[src/rtl/core/esr_pkg.sv]
// Shared constants, command types and sizes for the event subscription router.
`timescale 1ns / 1ps

package esr_pkg;

    // Table geometry
    localparam int NUM_SLOTS     = 16;
    localparam int SUBS_PER_SLOT = 8;

    // Field widths fixed by the interface
    localparam int ID_W    = 16;
    localparam int MASK_W  = 16;
    localparam int COUNT_W = 5;
    localparam int REQ_W   = 2;
    localparam int HSLOT_W = 4;

    // Derived widths
    localparam int SLOT_W = (NUM_SLOTS > 1) ? $clog2(NUM_SLOTS) : 1;
    localparam int COL_W  = (SUBS_PER_SLOT > 1) ? $clog2(SUBS_PER_SLOT) : 1;
    localparam int CNT_W  = $clog2(SUBS_PER_SLOT + 1);
    localparam int EXT_W  = (NUM_SLOTS > MASK_W) ? NUM_SLOTS : MASK_W;

    localparam logic [COL_W-1:0] COL_LAST = COL_W'(SUBS_PER_SLOT - 1);
    localparam logic [CNT_W-1:0] CNT_FULL = CNT_W'(SUBS_PER_SLOT);

    // Command queue between front and back
    localparam int QUEUE_DEPTH = 2;
    localparam int QPTR_W      = $clog2(QUEUE_DEPTH);
    localparam int QFILL_W     = $clog2(QUEUE_DEPTH + 1);

    // Request codes on the input port
    localparam logic [REQ_W-1:0] REQ_POST      = 2'd0;
    localparam logic [REQ_W-1:0] REQ_SUBSCRIBE = 2'd1;
    localparam logic [REQ_W-1:0] REQ_CLEAR     = 2'd2;
    localparam logic [REQ_W-1:0] REQ_REGISTER  = 2'd3;

    // Classified operation handed to the back end
    typedef enum logic [2:0] {
        OP_NOP,
        OP_POST,
        OP_SUB,
        OP_SUB_BAD,
        OP_CLEAR,
        OP_REG
    } op_t;

    typedef struct packed {
        op_t              op;
        logic [SLOT_W-1:0] slot;
        logic [ID_W-1:0]   event_id;
        logic [ID_W-1:0]   handle_id;
        logic              active;
    } cmd_t;

endpackage

[src/rtl/core/esr_front.sv]
// Front end: accept requests, classify them and register the command.
`timescale 1ns / 1ps

module esr_front
(
    input  logic                             clk,
    input  logic                             rst_n,
    input  logic                             in_valid,
    output logic                             in_ready,
    input  logic [esr_pkg::REQ_W-1:0]        req_type,
    input  logic [esr_pkg::HSLOT_W-1:0]      handle_slot,
    input  logic [esr_pkg::ID_W-1:0]         event_id,
    input  logic [esr_pkg::ID_W-1:0]         handle_id,
    input  logic                             slot_active,
    output logic                             cmd_valid,
    input  logic                             cmd_ready,
    output esr_pkg::cmd_t                    cmd
);

    logic          valid_reg;
    logic          valid_next;
    esr_pkg::cmd_t cmd_reg;
    esr_pkg::cmd_t cmd_next;
    logic          in_range;

    assign in_ready  = !valid_reg || cmd_ready;
    assign cmd_valid = valid_reg;
    assign cmd       = cmd_reg;

    // Classify the incoming request
    always_comb
    begin
        in_range           = (32'(handle_slot) < esr_pkg::NUM_SLOTS);
        cmd_next.slot      = esr_pkg::SLOT_W'(32'(handle_slot));
        cmd_next.event_id  = event_id;
        cmd_next.handle_id = handle_id;
        cmd_next.active    = slot_active;
        cmd_next.op        = esr_pkg::OP_NOP;
        if (req_type == esr_pkg::REQ_POST)
        begin
            cmd_next.op = esr_pkg::OP_POST;
        end
        else if (in_range)
        begin
            case (req_type)
                esr_pkg::REQ_SUBSCRIBE:
                begin
                    if (event_id == '0)
                        cmd_next.op = esr_pkg::OP_SUB_BAD;
                    else
                        cmd_next.op = esr_pkg::OP_SUB;
                end
                esr_pkg::REQ_CLEAR:    cmd_next.op = esr_pkg::OP_CLEAR;
                esr_pkg::REQ_REGISTER: cmd_next.op = esr_pkg::OP_REG;
                default:               cmd_next.op = esr_pkg::OP_NOP;
            endcase
        end
    end

    // Hold the stage until the queue takes it
    always_comb
    begin
        valid_next = valid_reg;
        if (in_valid && in_ready)
            valid_next = 1'b1;
        else if (cmd_ready)
            valid_next = 1'b0;
    end

    always_ff @(posedge clk or negedge rst_n)
    begin
        if (!rst_n)
            valid_reg <= 1'b0;
        else
            valid_reg <= valid_next;
    end

    always_ff @(posedge clk)
    begin
        if (in_valid && in_ready)
            cmd_reg <= cmd_next;
    end

endmodule

[src/rtl/core/esr_queue.sv]
// Short command queue that decouples the front end from the back end.
`timescale 1ns / 1ps

module esr_queue
(
    input  logic          clk,
    input  logic          rst_n,
    input  logic          in_valid,
    output logic          in_ready,
    input  esr_pkg::cmd_t in_cmd,
    output logic          out_valid,
    input  logic          out_ready,
    output esr_pkg::cmd_t out_cmd
);

    esr_pkg::cmd_t                     entry_reg [esr_pkg::QUEUE_DEPTH];
    logic [esr_pkg::QPTR_W-1:0]        wr_ptr_reg;
    logic [esr_pkg::QPTR_W-1:0]        wr_ptr_next;
    logic [esr_pkg::QPTR_W-1:0]        rd_ptr_reg;
    logic [esr_pkg::QPTR_W-1:0]        rd_ptr_next;
    logic [esr_pkg::QFILL_W-1:0]       fill_reg;
    logic [esr_pkg::QFILL_W-1:0]       fill_next;
    logic                              push;
    logic                              pop;

    assign in_ready  = (fill_reg != esr_pkg::QFILL_W'(esr_pkg::QUEUE_DEPTH));
    assign out_valid = (fill_reg != '0);
    assign out_cmd   = entry_reg[rd_ptr_reg];
    assign push      = in_valid && in_ready;
    assign pop       = out_valid && out_ready;

    // Advance pointers and fill level
    always_comb
    begin
        wr_ptr_next = push ? wr_ptr_reg + 1'b1 : wr_ptr_reg;
        rd_ptr_next = pop ? rd_ptr_reg + 1'b1 : rd_ptr_reg;
        fill_next   = fill_reg;
        if (push && !pop)
            fill_next = fill_reg + 1'b1;
        else if (pop && !push)
            fill_next = fill_reg - 1'b1;
    end

    always_ff @(posedge clk or negedge rst_n)
    begin
        if (!rst_n)
        begin
            wr_ptr_reg <= '0;
            rd_ptr_reg <= '0;
            fill_reg   <= '0;
        end
        else
        begin
            wr_ptr_reg <= wr_ptr_next;
            rd_ptr_reg <= rd_ptr_next;
            fill_reg   <= fill_next;
        end
    end

    always_ff @(posedge clk)
    begin
        if (push)
            entry_reg[wr_ptr_reg] <= in_cmd;
    end

endmodule

[src/rtl/core/esr_back.sv]
// Back end: subscription table, column scan for posts and the result register.
`timescale 1ns / 1ps

module esr_back
(
    input  logic                           clk,
    input  logic                           rst_n,
    input  logic                           cmd_valid,
    output logic                           cmd_ready,
    input  esr_pkg::cmd_t                  cmd,
    output logic                           out_valid,
    input  logic                           out_ready,
    output logic [esr_pkg::MASK_W-1:0]     dest_mask,
    output logic [esr_pkg::COUNT_W-1:0]    dest_count,
    output logic                           status
);

    typedef enum logic [1:0] {
        S_IDLE,
        S_SCAN,
        S_FLUSH,
        S_EMIT
    } state_t;

    typedef logic [esr_pkg::NUM_SLOTS-1:0][esr_pkg::ID_W-1:0] row_t;

    state_t                          state_reg;
    state_t                          state_next;

    // Slot table in flip-flops
    logic [esr_pkg::ID_W-1:0]        ids_reg  [esr_pkg::NUM_SLOTS];
    logic [esr_pkg::ID_W-1:0]        ids_next [esr_pkg::NUM_SLOTS];
    logic [esr_pkg::NUM_SLOTS-1:0]   en_reg;
    logic [esr_pkg::NUM_SLOTS-1:0]   en_next;
    logic [esr_pkg::CNT_W-1:0]       cnt_reg  [esr_pkg::NUM_SLOTS];
    logic [esr_pkg::CNT_W-1:0]       cnt_next [esr_pkg::NUM_SLOTS];

    // Subscription memory, one row per list column, one lane per slot
    row_t                            col_mem [esr_pkg::SUBS_PER_SLOT];
    row_t                            row_rd_reg;
    logic                            rd_en;
    logic                            wr_en;
    logic [esr_pkg::COL_W-1:0]       wr_col;
    logic [esr_pkg::SLOT_W-1:0]      wr_slot;
    logic [esr_pkg::ID_W-1:0]        wr_data;

    // Scan state
    logic [esr_pkg::COL_W-1:0]       rd_col_reg;
    logic [esr_pkg::COL_W-1:0]       rd_col_next;
    logic                            cmp_valid_reg;
    logic                            cmp_valid_next;
    logic [esr_pkg::COL_W-1:0]       cmp_col_reg;
    logic [esr_pkg::COL_W-1:0]       cmp_col_next;
    logic [esr_pkg::NUM_SLOTS-1:0]   hit_reg;
    logic [esr_pkg::NUM_SLOTS-1:0]   hit_next;
    logic [esr_pkg::NUM_SLOTS-1:0]   match_vec;
    logic [esr_pkg::ID_W-1:0]        evt_reg;
    logic [esr_pkg::ID_W-1:0]        evt_next;
    logic [esr_pkg::ID_W-1:0]        hid_reg;
    logic [esr_pkg::ID_W-1:0]        hid_next;
    logic [esr_pkg::EXT_W-1:0]       hit_ext;

    // Result register
    logic                            res_valid_reg;
    logic                            res_valid_next;
    logic [esr_pkg::MASK_W-1:0]      res_mask_reg;
    logic [esr_pkg::MASK_W-1:0]      res_mask_next;
    logic [esr_pkg::COUNT_W-1:0]     res_count_reg;
    logic [esr_pkg::COUNT_W-1:0]     res_count_next;
    logic                            res_status_reg;
    logic                            res_status_next;
    logic                            res_free;

    assign out_valid  = res_valid_reg;
    assign dest_mask  = res_mask_reg;
    assign dest_count = res_count_reg;
    assign status     = res_status_reg;
    assign res_free   = !res_valid_reg || out_ready;
    assign hit_ext    = esr_pkg::EXT_W'(hit_reg);

    // Compare one column across every slot
    always_comb
    begin
        for (int s = 0; s < esr_pkg::NUM_SLOTS; s++)
        begin
            match_vec[s] = en_reg[s]
                        && (ids_reg[s] != hid_reg)
                        && (esr_pkg::CNT_W'(cmp_col_reg) < cnt_reg[s])
                        && (row_rd_reg[s] == evt_reg);
        end
    end

    // Sequence requests
    always_comb
    begin
        state_next      = state_reg;
        ids_next        = ids_reg;
        en_next         = en_reg;
        cnt_next        = cnt_reg;
        rd_en           = 1'b0;
        wr_en           = 1'b0;
        wr_col          = cnt_reg[cmd.slot][esr_pkg::COL_W-1:0];
        wr_slot         = cmd.slot;
        wr_data         = cmd.event_id;
        rd_col_next     = rd_col_reg;
        cmp_valid_next  = 1'b0;
        cmp_col_next    = cmp_col_reg;
        hit_next        = cmp_valid_reg ? (hit_reg | match_vec) : hit_reg;
        evt_next        = evt_reg;
        hid_next        = hid_reg;
        res_valid_next  = res_valid_reg && !out_ready;
        res_mask_next   = res_mask_reg;
        res_count_next  = res_count_reg;
        res_status_next = res_status_reg;
        cmd_ready       = 1'b0;

        case (state_reg)
            S_IDLE:
            begin
                cmd_ready = res_free;
                if (cmd_valid && res_free)
                begin
                    res_mask_next   = '0;
                    res_count_next  = '0;
                    res_status_next = 1'b0;
                    case (cmd.op)
                        esr_pkg::OP_POST:
                        begin
                            evt_next    = cmd.event_id;
                            hid_next    = cmd.handle_id;
                            rd_col_next = '0;
                            hit_next    = '0;
                            state_next  = S_SCAN;
                        end
                        esr_pkg::OP_SUB:
                        begin
                            res_valid_next = 1'b1;
                            if (cnt_reg[cmd.slot] >= esr_pkg::CNT_FULL)
                            begin
                                res_status_next = 1'b1;
                            end
                            else
                            begin
                                wr_en              = 1'b1;
                                cnt_next[cmd.slot] = cnt_reg[cmd.slot] + 1'b1;
                            end
                        end
                        esr_pkg::OP_SUB_BAD:
                        begin
                            res_valid_next  = 1'b1;
                            res_status_next = 1'b1;
                        end
                        esr_pkg::OP_CLEAR:
                        begin
                            res_valid_next     = 1'b1;
                            cnt_next[cmd.slot] = '0;
                        end
                        esr_pkg::OP_REG:
                        begin
                            res_valid_next     = 1'b1;
                            ids_next[cmd.slot] = cmd.handle_id;
                            en_next[cmd.slot]  = cmd.active;
                        end
                        default:
                        begin
                            res_valid_next = 1'b1;
                        end
                    endcase
                end
            end
            S_SCAN:
            begin
                rd_en          = 1'b1;
                cmp_valid_next = 1'b1;
                cmp_col_next   = rd_col_reg;
                if (rd_col_reg == esr_pkg::COL_LAST)
                    state_next = S_FLUSH;
                else
                    rd_col_next = rd_col_reg + 1'b1;
            end
            S_FLUSH:
            begin
                state_next = S_EMIT;
            end
            S_EMIT:
            begin
                if (res_free)
                begin
                    res_valid_next  = 1'b1;
                    res_mask_next   = hit_ext[esr_pkg::MASK_W-1:0];
                    res_count_next  =
                        esr_pkg::COUNT_W'($countones(hit_ext[esr_pkg::MASK_W-1:0]));
                    res_status_next = 1'b0;
                    state_next      = S_IDLE;
                end
            end
            default:
            begin
                state_next = S_IDLE;
            end
        endcase
    end

    // Control state and slot table
    always_ff @(posedge clk or negedge rst_n)
    begin
        if (!rst_n)
        begin
            state_reg     <= S_IDLE;
            cmp_valid_reg <= 1'b0;
            res_valid_reg <= 1'b0;
            en_reg        <= '0;
            for (int s = 0; s < esr_pkg::NUM_SLOTS; s++)
            begin
                ids_reg[s] <= '0;
                cnt_reg[s] <= '0;
            end
        end
        else
        begin
            state_reg     <= state_next;
            cmp_valid_reg <= cmp_valid_next;
            res_valid_reg <= res_valid_next;
            en_reg        <= en_next;
            ids_reg       <= ids_next;
            cnt_reg       <= cnt_next;
        end
    end

    // Scan payload and result fields
    always_ff @(posedge clk)
    begin
        rd_col_reg     <= rd_col_next;
        cmp_col_reg    <= cmp_col_next;
        hit_reg        <= hit_next;
        evt_reg        <= evt_next;
        hid_reg        <= hid_next;
        res_mask_reg   <= res_mask_next;
        res_count_reg  <= res_count_next;
        res_status_reg <= res_status_next;
    end

    // Subscription memory: one lane write, one registered row read
    always_ff @(posedge clk)
    begin
        if (wr_en)
            col_mem[wr_col][wr_slot] <= wr_data;
        if (rd_en)
            row_rd_reg <= col_mem[rd_col_reg];
    end

endmodule

[src/rtl/core/event_subscription_router_core.sv]
// Top level of the event subscription router: front end, command queue, back end.
// Subscribe, clear and register: the result passes the front register, the queue entry
// and the result register, one per cycle while the receiver is ready. Post: one column
// of every list per cycle via the memory read port; no new command until its result is out.
// Reset clears slot ids, enable flags and list fill counts at once; no clearing pass.
`timescale 1ns / 1ps

module event_subscription_router_core
(
    input  logic                           clk,
    input  logic                           rst_n,
    input  logic                           in_valid,
    output logic                           in_ready,
    input  logic [esr_pkg::REQ_W-1:0]      req_type,
    input  logic [esr_pkg::HSLOT_W-1:0]    handle_slot,
    input  logic [esr_pkg::ID_W-1:0]       event_id,
    input  logic [esr_pkg::ID_W-1:0]       handle_id,
    input  logic                           slot_active,
    output logic                           out_valid,
    input  logic                           out_ready,
    output logic [esr_pkg::MASK_W-1:0]     dest_mask,
    output logic [esr_pkg::COUNT_W-1:0]    dest_count,
    output logic                           status
);

    logic          front_valid;
    logic          front_ready;
    esr_pkg::cmd_t front_cmd;
    logic          back_valid;
    logic          back_ready;
    esr_pkg::cmd_t back_cmd;

    esr_front u_front
    (
        .clk         (clk),
        .rst_n       (rst_n),
        .in_valid    (in_valid),
        .in_ready    (in_ready),
        .req_type    (req_type),
        .handle_slot (handle_slot),
        .event_id    (event_id),
        .handle_id   (handle_id),
        .slot_active (slot_active),
        .cmd_valid   (front_valid),
        .cmd_ready   (front_ready),
        .cmd         (front_cmd)
    );

    esr_queue u_queue
    (
        .clk       (clk),
        .rst_n     (rst_n),
        .in_valid  (front_valid),
        .in_ready  (front_ready),
        .in_cmd    (front_cmd),
        .out_valid (back_valid),
        .out_ready (back_ready),
        .out_cmd   (back_cmd)
    );

    esr_back u_back
    (
        .clk        (clk),
        .rst_n      (rst_n),
        .cmd_valid  (back_valid),
        .cmd_ready  (back_ready),
        .cmd        (back_cmd),
        .out_valid  (out_valid),
        .out_ready  (out_ready),
        .dest_mask  (dest_mask),
        .dest_count (dest_count),
        .status     (status)
    );

endmodule

[config.mk]
export PLATFORM = sky130hd
export DESIGN_NAME = event_subscription_router_core
export DESIGN_NICKNAME = d
export VERILOG_FILES = /design/src/rtl/core/esr_pkg.sv /design/src/rtl/core/esr_front.sv /design/src/rtl/core/esr_queue.sv /design/src/rtl/core/esr_back.sv /design/src/rtl/core/event_subscription_router_core.sv
export SDC_FILE = /design/constraint.sdc
export NUM_CORES = 2
export LEC_CHECK = 0
export BUFFER_PORTS_ARGS = -buffer_cell sky130_fd_sc_hd__buf_2
export CORE_ASPECT_RATIO = 0.7
export CORE_UTILIZATION = 55
export CTS_BUF_LIST = sky130_fd_sc_hd__clkbuf_8
export DETAILED_ROUTE_END_ITERATION = 10
export PLACE_DENSITY = 0.71
export SLEW_MARGIN = 40
export SYNTH_ARGS = -nofsm -noshare
export SYNTH_HDL_FRONTEND = slang
export SYNTH_HIERARCHICAL = 1
export SYNTH_SLANG_ARGS = --single-unit
[constraint.sdc]
create_clock -name clk -period 17.93 [get_ports clk]
set_input_delay 0 -clock clk [delete_from_list [all_inputs] [get_ports clk]]
set_output_delay 0 -clock clk [all_outputs]
set_load 0.03 [all_outputs]
Word-level counts from Yosys, hierarchy flattened:

Memories as Yosys holds them, arrays and structs flattened. A register that Yosys moved wholly into a read port is not among the register bits.
Index checks and enable logic that the tools add are counted.

* bits in registers: 461
* RAM bits: 2128
* logic and storage cells: 291
* memories: 2

* $add $sub $neg: 21
* magnitude comparators: 21
* equal/unequal tests: 51
* mux-type cells: 60
* bitwise gates (word level): 4
* reductions and logical operators: 79

Memories
* u_back.col_mem: words 8, width 256, rd ports 1, clocked after Yosys merged registers in 1, write ports 1, line esr_back.sv:39 `row_t col_mem [esr_pkg::SUBS_PER_SLOT];`
* u_queue.entry_reg: words 2, width 40, rd ports 1, clocked after Yosys merged registers in 0, write ports 1, line esr_queue.sv:16 `esr_pkg::cmd_t entry_reg [esr_pkg::QUEUE_DEPTH];`

Operators by type and width (number)
* $bwmux W256: 1
* $eq A16 B16 Y1: 16
* $mux W256: 1
* $ne A16 B16 Y1: 16
* $demux W16 S4: 2
* $mux W16: 8
* $pmux W64 S2: 1
* $and A64 B64 Y64: 1
* $bwmux W64: 1
* $lt A3 B4 Y1: 16
* $mux W64: 1
* $not A64 Y64: 1
* $logic_and A1 B1 Y1: 57
* $add A5 B5 Y5: 7
* $pmux W16 S2: 1
* $mux W1: 19
* $add A1 B1 Y2: 8
* $bmux W4 S4: 1
* $bwmux W16: 1
* $demux W4 S4: 1
* $logic_not A16 Y1: 1
* $or A16 B16 Y16: 1
* $mux W2: 6
* $mux W4: 3
* 32 further kinds: 65

Depth between registers and ports, before layout:

An unclocked memory read counts as a cell.

* depth in word-level cells: 12
* mapped depth: 16

By module:

The synthesis kept the hierarchy.

By module, submodules not included
* esr_back: instances 1, cells each 5349, area each 108112.4 sq um
* esr_queue: instances 1, cells each 143, area each 3284.4 sq um
* esr_front: instances 1, cells each 53, area each 1322.5 sq um

Worst setup path after synthesis:

No wires, ideal clock.

* kind: reg2reg
* from: register u_back.state_reg[1]
* to: register u_back/rd_col_reg[0] in the netlist's numbering (enable)
* arrival time: 7273 ps
* data required time: 17273 ps
* path slack: 10000 ps
* stages on the path, launching flop included: 4
* path buffers: 0
* clock period less this slack: 7930 ps
* cell sequence: dfrtp_1 inv_1 ha_1 a211oi_1

* cells in the longest elaborated chain, start to end: 3
* elaborated cells between the ends (all ways): 7
* classes of those cells: 4 x eq/ne; 3 x reduce/logical

Ends and longest elaborated chain
* start: declaration: line esr_back.sv:27 `state_t state_reg;`
* start signal: assignment: line esr_back.sv:221 `state_reg <= state_next;`
* $eq A2 B1 Y1 or $logic_not A2 Y1 (tied branches): line esr_back.sv:117 `case (state_reg)`
* $ne A2 B2 Y1 (no line) (tied with other cells)
* $reduce_and A4 Y1 (no line) (*)
* end signal: assignment: line esr_back.sv:233 `rd_col_reg <= rd_col_next;`
* end: declaration: line esr_back.sv:48 `logic [esr_pkg::COL_W-1:0] rd_col_reg;`

Mark *: on every way between the ends. The rest lies on a longest branch, timed or not.
A chain may end at the register's enable or synchronous reset.

==> impl_metrics.env <==
export IMPL_status="finished, final reports clean"
export IMPL_die_y_um=381
export IMPL_max_freq_mhz=220
export IMPL_grt_util_all_layers_pct=26.4
export IMPL_ctsLongestPathBuffers=4
export IMPL_ctsResizeCount=0
export IMPL_ys_warnings_count=6
export IMPL_fin_crit_ps=4540
export IMPL_first_iter_violations=6473
export IMPL_p_per_area_nw_per_um2=157
export IMPL_tightest_slew_ps=920
export IMPL_dpl_hpwl_um=155000
export IMPL_die_x_um=543
export IMPL_worstPathArrival_ps=5180
export IMPL_seq_area_um2=83500
export IMPL_cp_max_fo=32
export IMPL_die_area_um2=207000
export IMPL_placed_area_um2=118000
export IMPL_ys_ff_latch=2845
export IMPL_fin_area_um2=126000
export IMPL_hold_ws_ps=137
export IMPL_required_ps=18570
export IMPL_port_buffers=66
export IMPL_hold_viol=0
export IMPL_clk_pin_slew_ps=60
export IMPL_rsz0062_at_grt="false"
export IMPL_drv_cap=0
export IMPL_gp_congestion=0.866
export IMPL_critPathMaxStageDelay_ps=700
export IMPL_cts_root_buf="clkbuf_8"
export IMPL_maxSlewViolCount=0
export IMPL_num_vias=55900
export IMPL_leakage_nw=43.0
export IMPL_num_nets_final=6148
export IMPL_fin_setup_tns_ps=0
export IMPL_cts_buffers=399
export IMPL_detail_route_first_pass_iterations=5
export IMPL_endpoint_kind="flop"
export IMPL_grt_pass1_vias=56200
export IMPL_setup_violations=0
export IMPL_ir_drop_uv=190
export IMPL_cpMaxStageDelayCell="nor2_1"
export IMPL_synthArstFlopShare_pct=12.1
export IMPL_critPathLaunchType="flop"
export IMPL_crit_chain="mux2_4, mux2_2, mux4_2, nor3_1, nand4_1, nor2_1, buf_4"
export IMPL_hold_class="primary input to flop"
export IMPL_holdBufCountCts=84
export IMPL_synth_cell_types=51
export IMPL_grt_start_max_net_pins=131
export IMPL_cts_tree="yes"
export IMPL_p_total_mw=19.7
export IMPL_synth_edf_count=2484
export IMPL_drtAntennaViolNets=0
export IMPL_drc_errors=0
export IMPL_cts_setup_buffers=0
export IMPL_placementRows=138
export IMPL_clock_latency_ps=1000
export IMPL_coreArea_um2=203000
export IMPL_cts_sinks=2845
export IMPL_fin_crit_sh_pct=25.3
export IMPL_num_io_pins=67
export IMPL_finClkSkew_ps=70.2
export IMPL_syn_nets=5644
export IMPL_grt_ovfl_total=0
export IMPL_largest_reg_flops=2048
export IMPL_cts_max_level=5
export IMPL_path_class="flop to flop"
export IMPL_yosysSeqAreaShare_pct=74.1
export IMPL_syn_area_um2=113000
export IMPL_start_util_pct=55.6
export IMPL_multi_input_area_um2=28000
export IMPL_postSynthAreaPerCell_um2=20.3
export IMPL_wl_per_cell_um=29.7
export IMPL_grt_pass1_wl_um=393000
export IMPL_wl_um=271000
export IMPL_fillers=13800
export IMPL_slew_headroom_pct=38.7
export IMPL_synthToLayoutAreaGrowth_pct=11.5
export IMPL_syn_inst=5545
export IMPL_drive_gt1_share_pct=31.1
export IMPL_ys_flop_type="edfxtp_1"
export IMPL_antenna_found_initial=6
export IMPL_routed_via_density=6.14
## synthesized netlist by cell type, types with 17 or more instances
cell	count	area, um^2
edfxtp_1	2484	74600
mux2_2	569	6410
and2_1	22	138
nor2_1	170	638
buf_1	68	255
nand2_1	34	128
a21oi_1	44	220
xnor2_1	260	2280
ha_1	46	576
inv_1	84	315
clkbuf_1	195	732
o22ai_1	34	213
buf_2	17	85.1
nor4_1	66	413
nand3_1	43	215
mux2_4	39	586
nand4_1	68	425
dfrtp_1	345	8630
nor3_1	21	105
nand2b_1	22	138
xor2_1	258	2260
a21o_1	17	128
mux4_2	526	11800
## per-layer routing
metal  routed length, um  vias to the layer above  track usage (%)
met1              117000                    29800             41.4
met5                   0                        -                0
met3               27700                      373             5.45
li1                    -                    23000                -
met4                5620                        0             6.12
met2              121000                     2756             38.4
## final cells by class
class                      count  area share, %
antenna                        9         0.0179
multi-input combinational   2326           22.3
sequential                  2845           66.5
clock inverter               298           1.08
clock buffer                 418           4.58
timing repair buffer         392           2.60
inverter                      85          0.254
tap                         2730           2.72
## worst paths after layout
kind | from | end | slack [ps] | cells after the start
max in group asynchronous | rst_n | u_back/ids_reg[63] | 15850 | 6
worst max register to register | u_queue/rd_ptr_reg | u_back/col_mem[0][113] | 13390 | 7
worst max-delay path | u_queue/rd_ptr_reg | u_back/col_mem[0][113] | 13390 | 7
worst min register to register | u_front/cmd[24] | u_queue/entry_reg[1][24] | 440 | 0
min in group asynchronous | rst_n | u_back/ids_reg[179] | 160 | 4
worst min-delay path | out_ready | u_back/out_valid | 140 | 5
## logic make-up after synthesis
logic type	after synthesis	synth area share (%)
adders and majority gates	56	0.688
DFF	2845	74.1
and+or+nand+nor	484	2.21
xor gates and xnor gates	518	4.02
muxes	1135	16.7
AOI/OAI and AO/OA	133	0.866
buffers and inverters	374	1.37
## through the flow
stage          setup slack (ps)  cells  util, %
2_1_floorplan             10000   5545        -
3_3_place_gp              13310   8283     57.7
3_5_place_dp              13460   8294     57.9
4_1_cts                   13410   9094     61.9
5_1_grt                   13190   9095     61.9
6_report                  13390   9103     61.9
## layout by cell type (no fill, tap or decap), drive strengths merged, types with 2 or more instances in the layout
cell type	count
o22ai	34
nor2	170
nor2b	14
a211oi	2
dfrtp	345
nand3	43
diode	9
o21ai	3
inv	228
clkbuf	418
clkinvlp	5
nand2	34
a21oi	54
o2111ai	17
nand4	68
a21o	17
a22o	2
dlygate4sd3	83
o32a	2
dfxtp	16
xnor2	260
and2	22
and3	2
nor4	70
ha	46
fa	10
clkinv	147
or3	5
nor3	21
mux2	609
and4	2
nor3b	5
or2	3
mux4	526
edfxtp	2484
xor2	258
buf	309
nand2b	22
bufinv	3
## critical path: cells and delay by family, from the launching register on
family / cells / cell delay, ps
and+or+nand+nor: 3 / 1840
DFF: 1 / 490
muxes: 3 / 1500
buffers and inverters: 1 / 350
## report_power, final
group | leakage, nW | switching [mW] | internal, mW
registers | 27.4 | 0.422 | 8.84
logic | 11.4 | 3.41 | 2.39
clock network | 4.14 | 2.40 | 2.21
(Power assumes the default switching activity.)
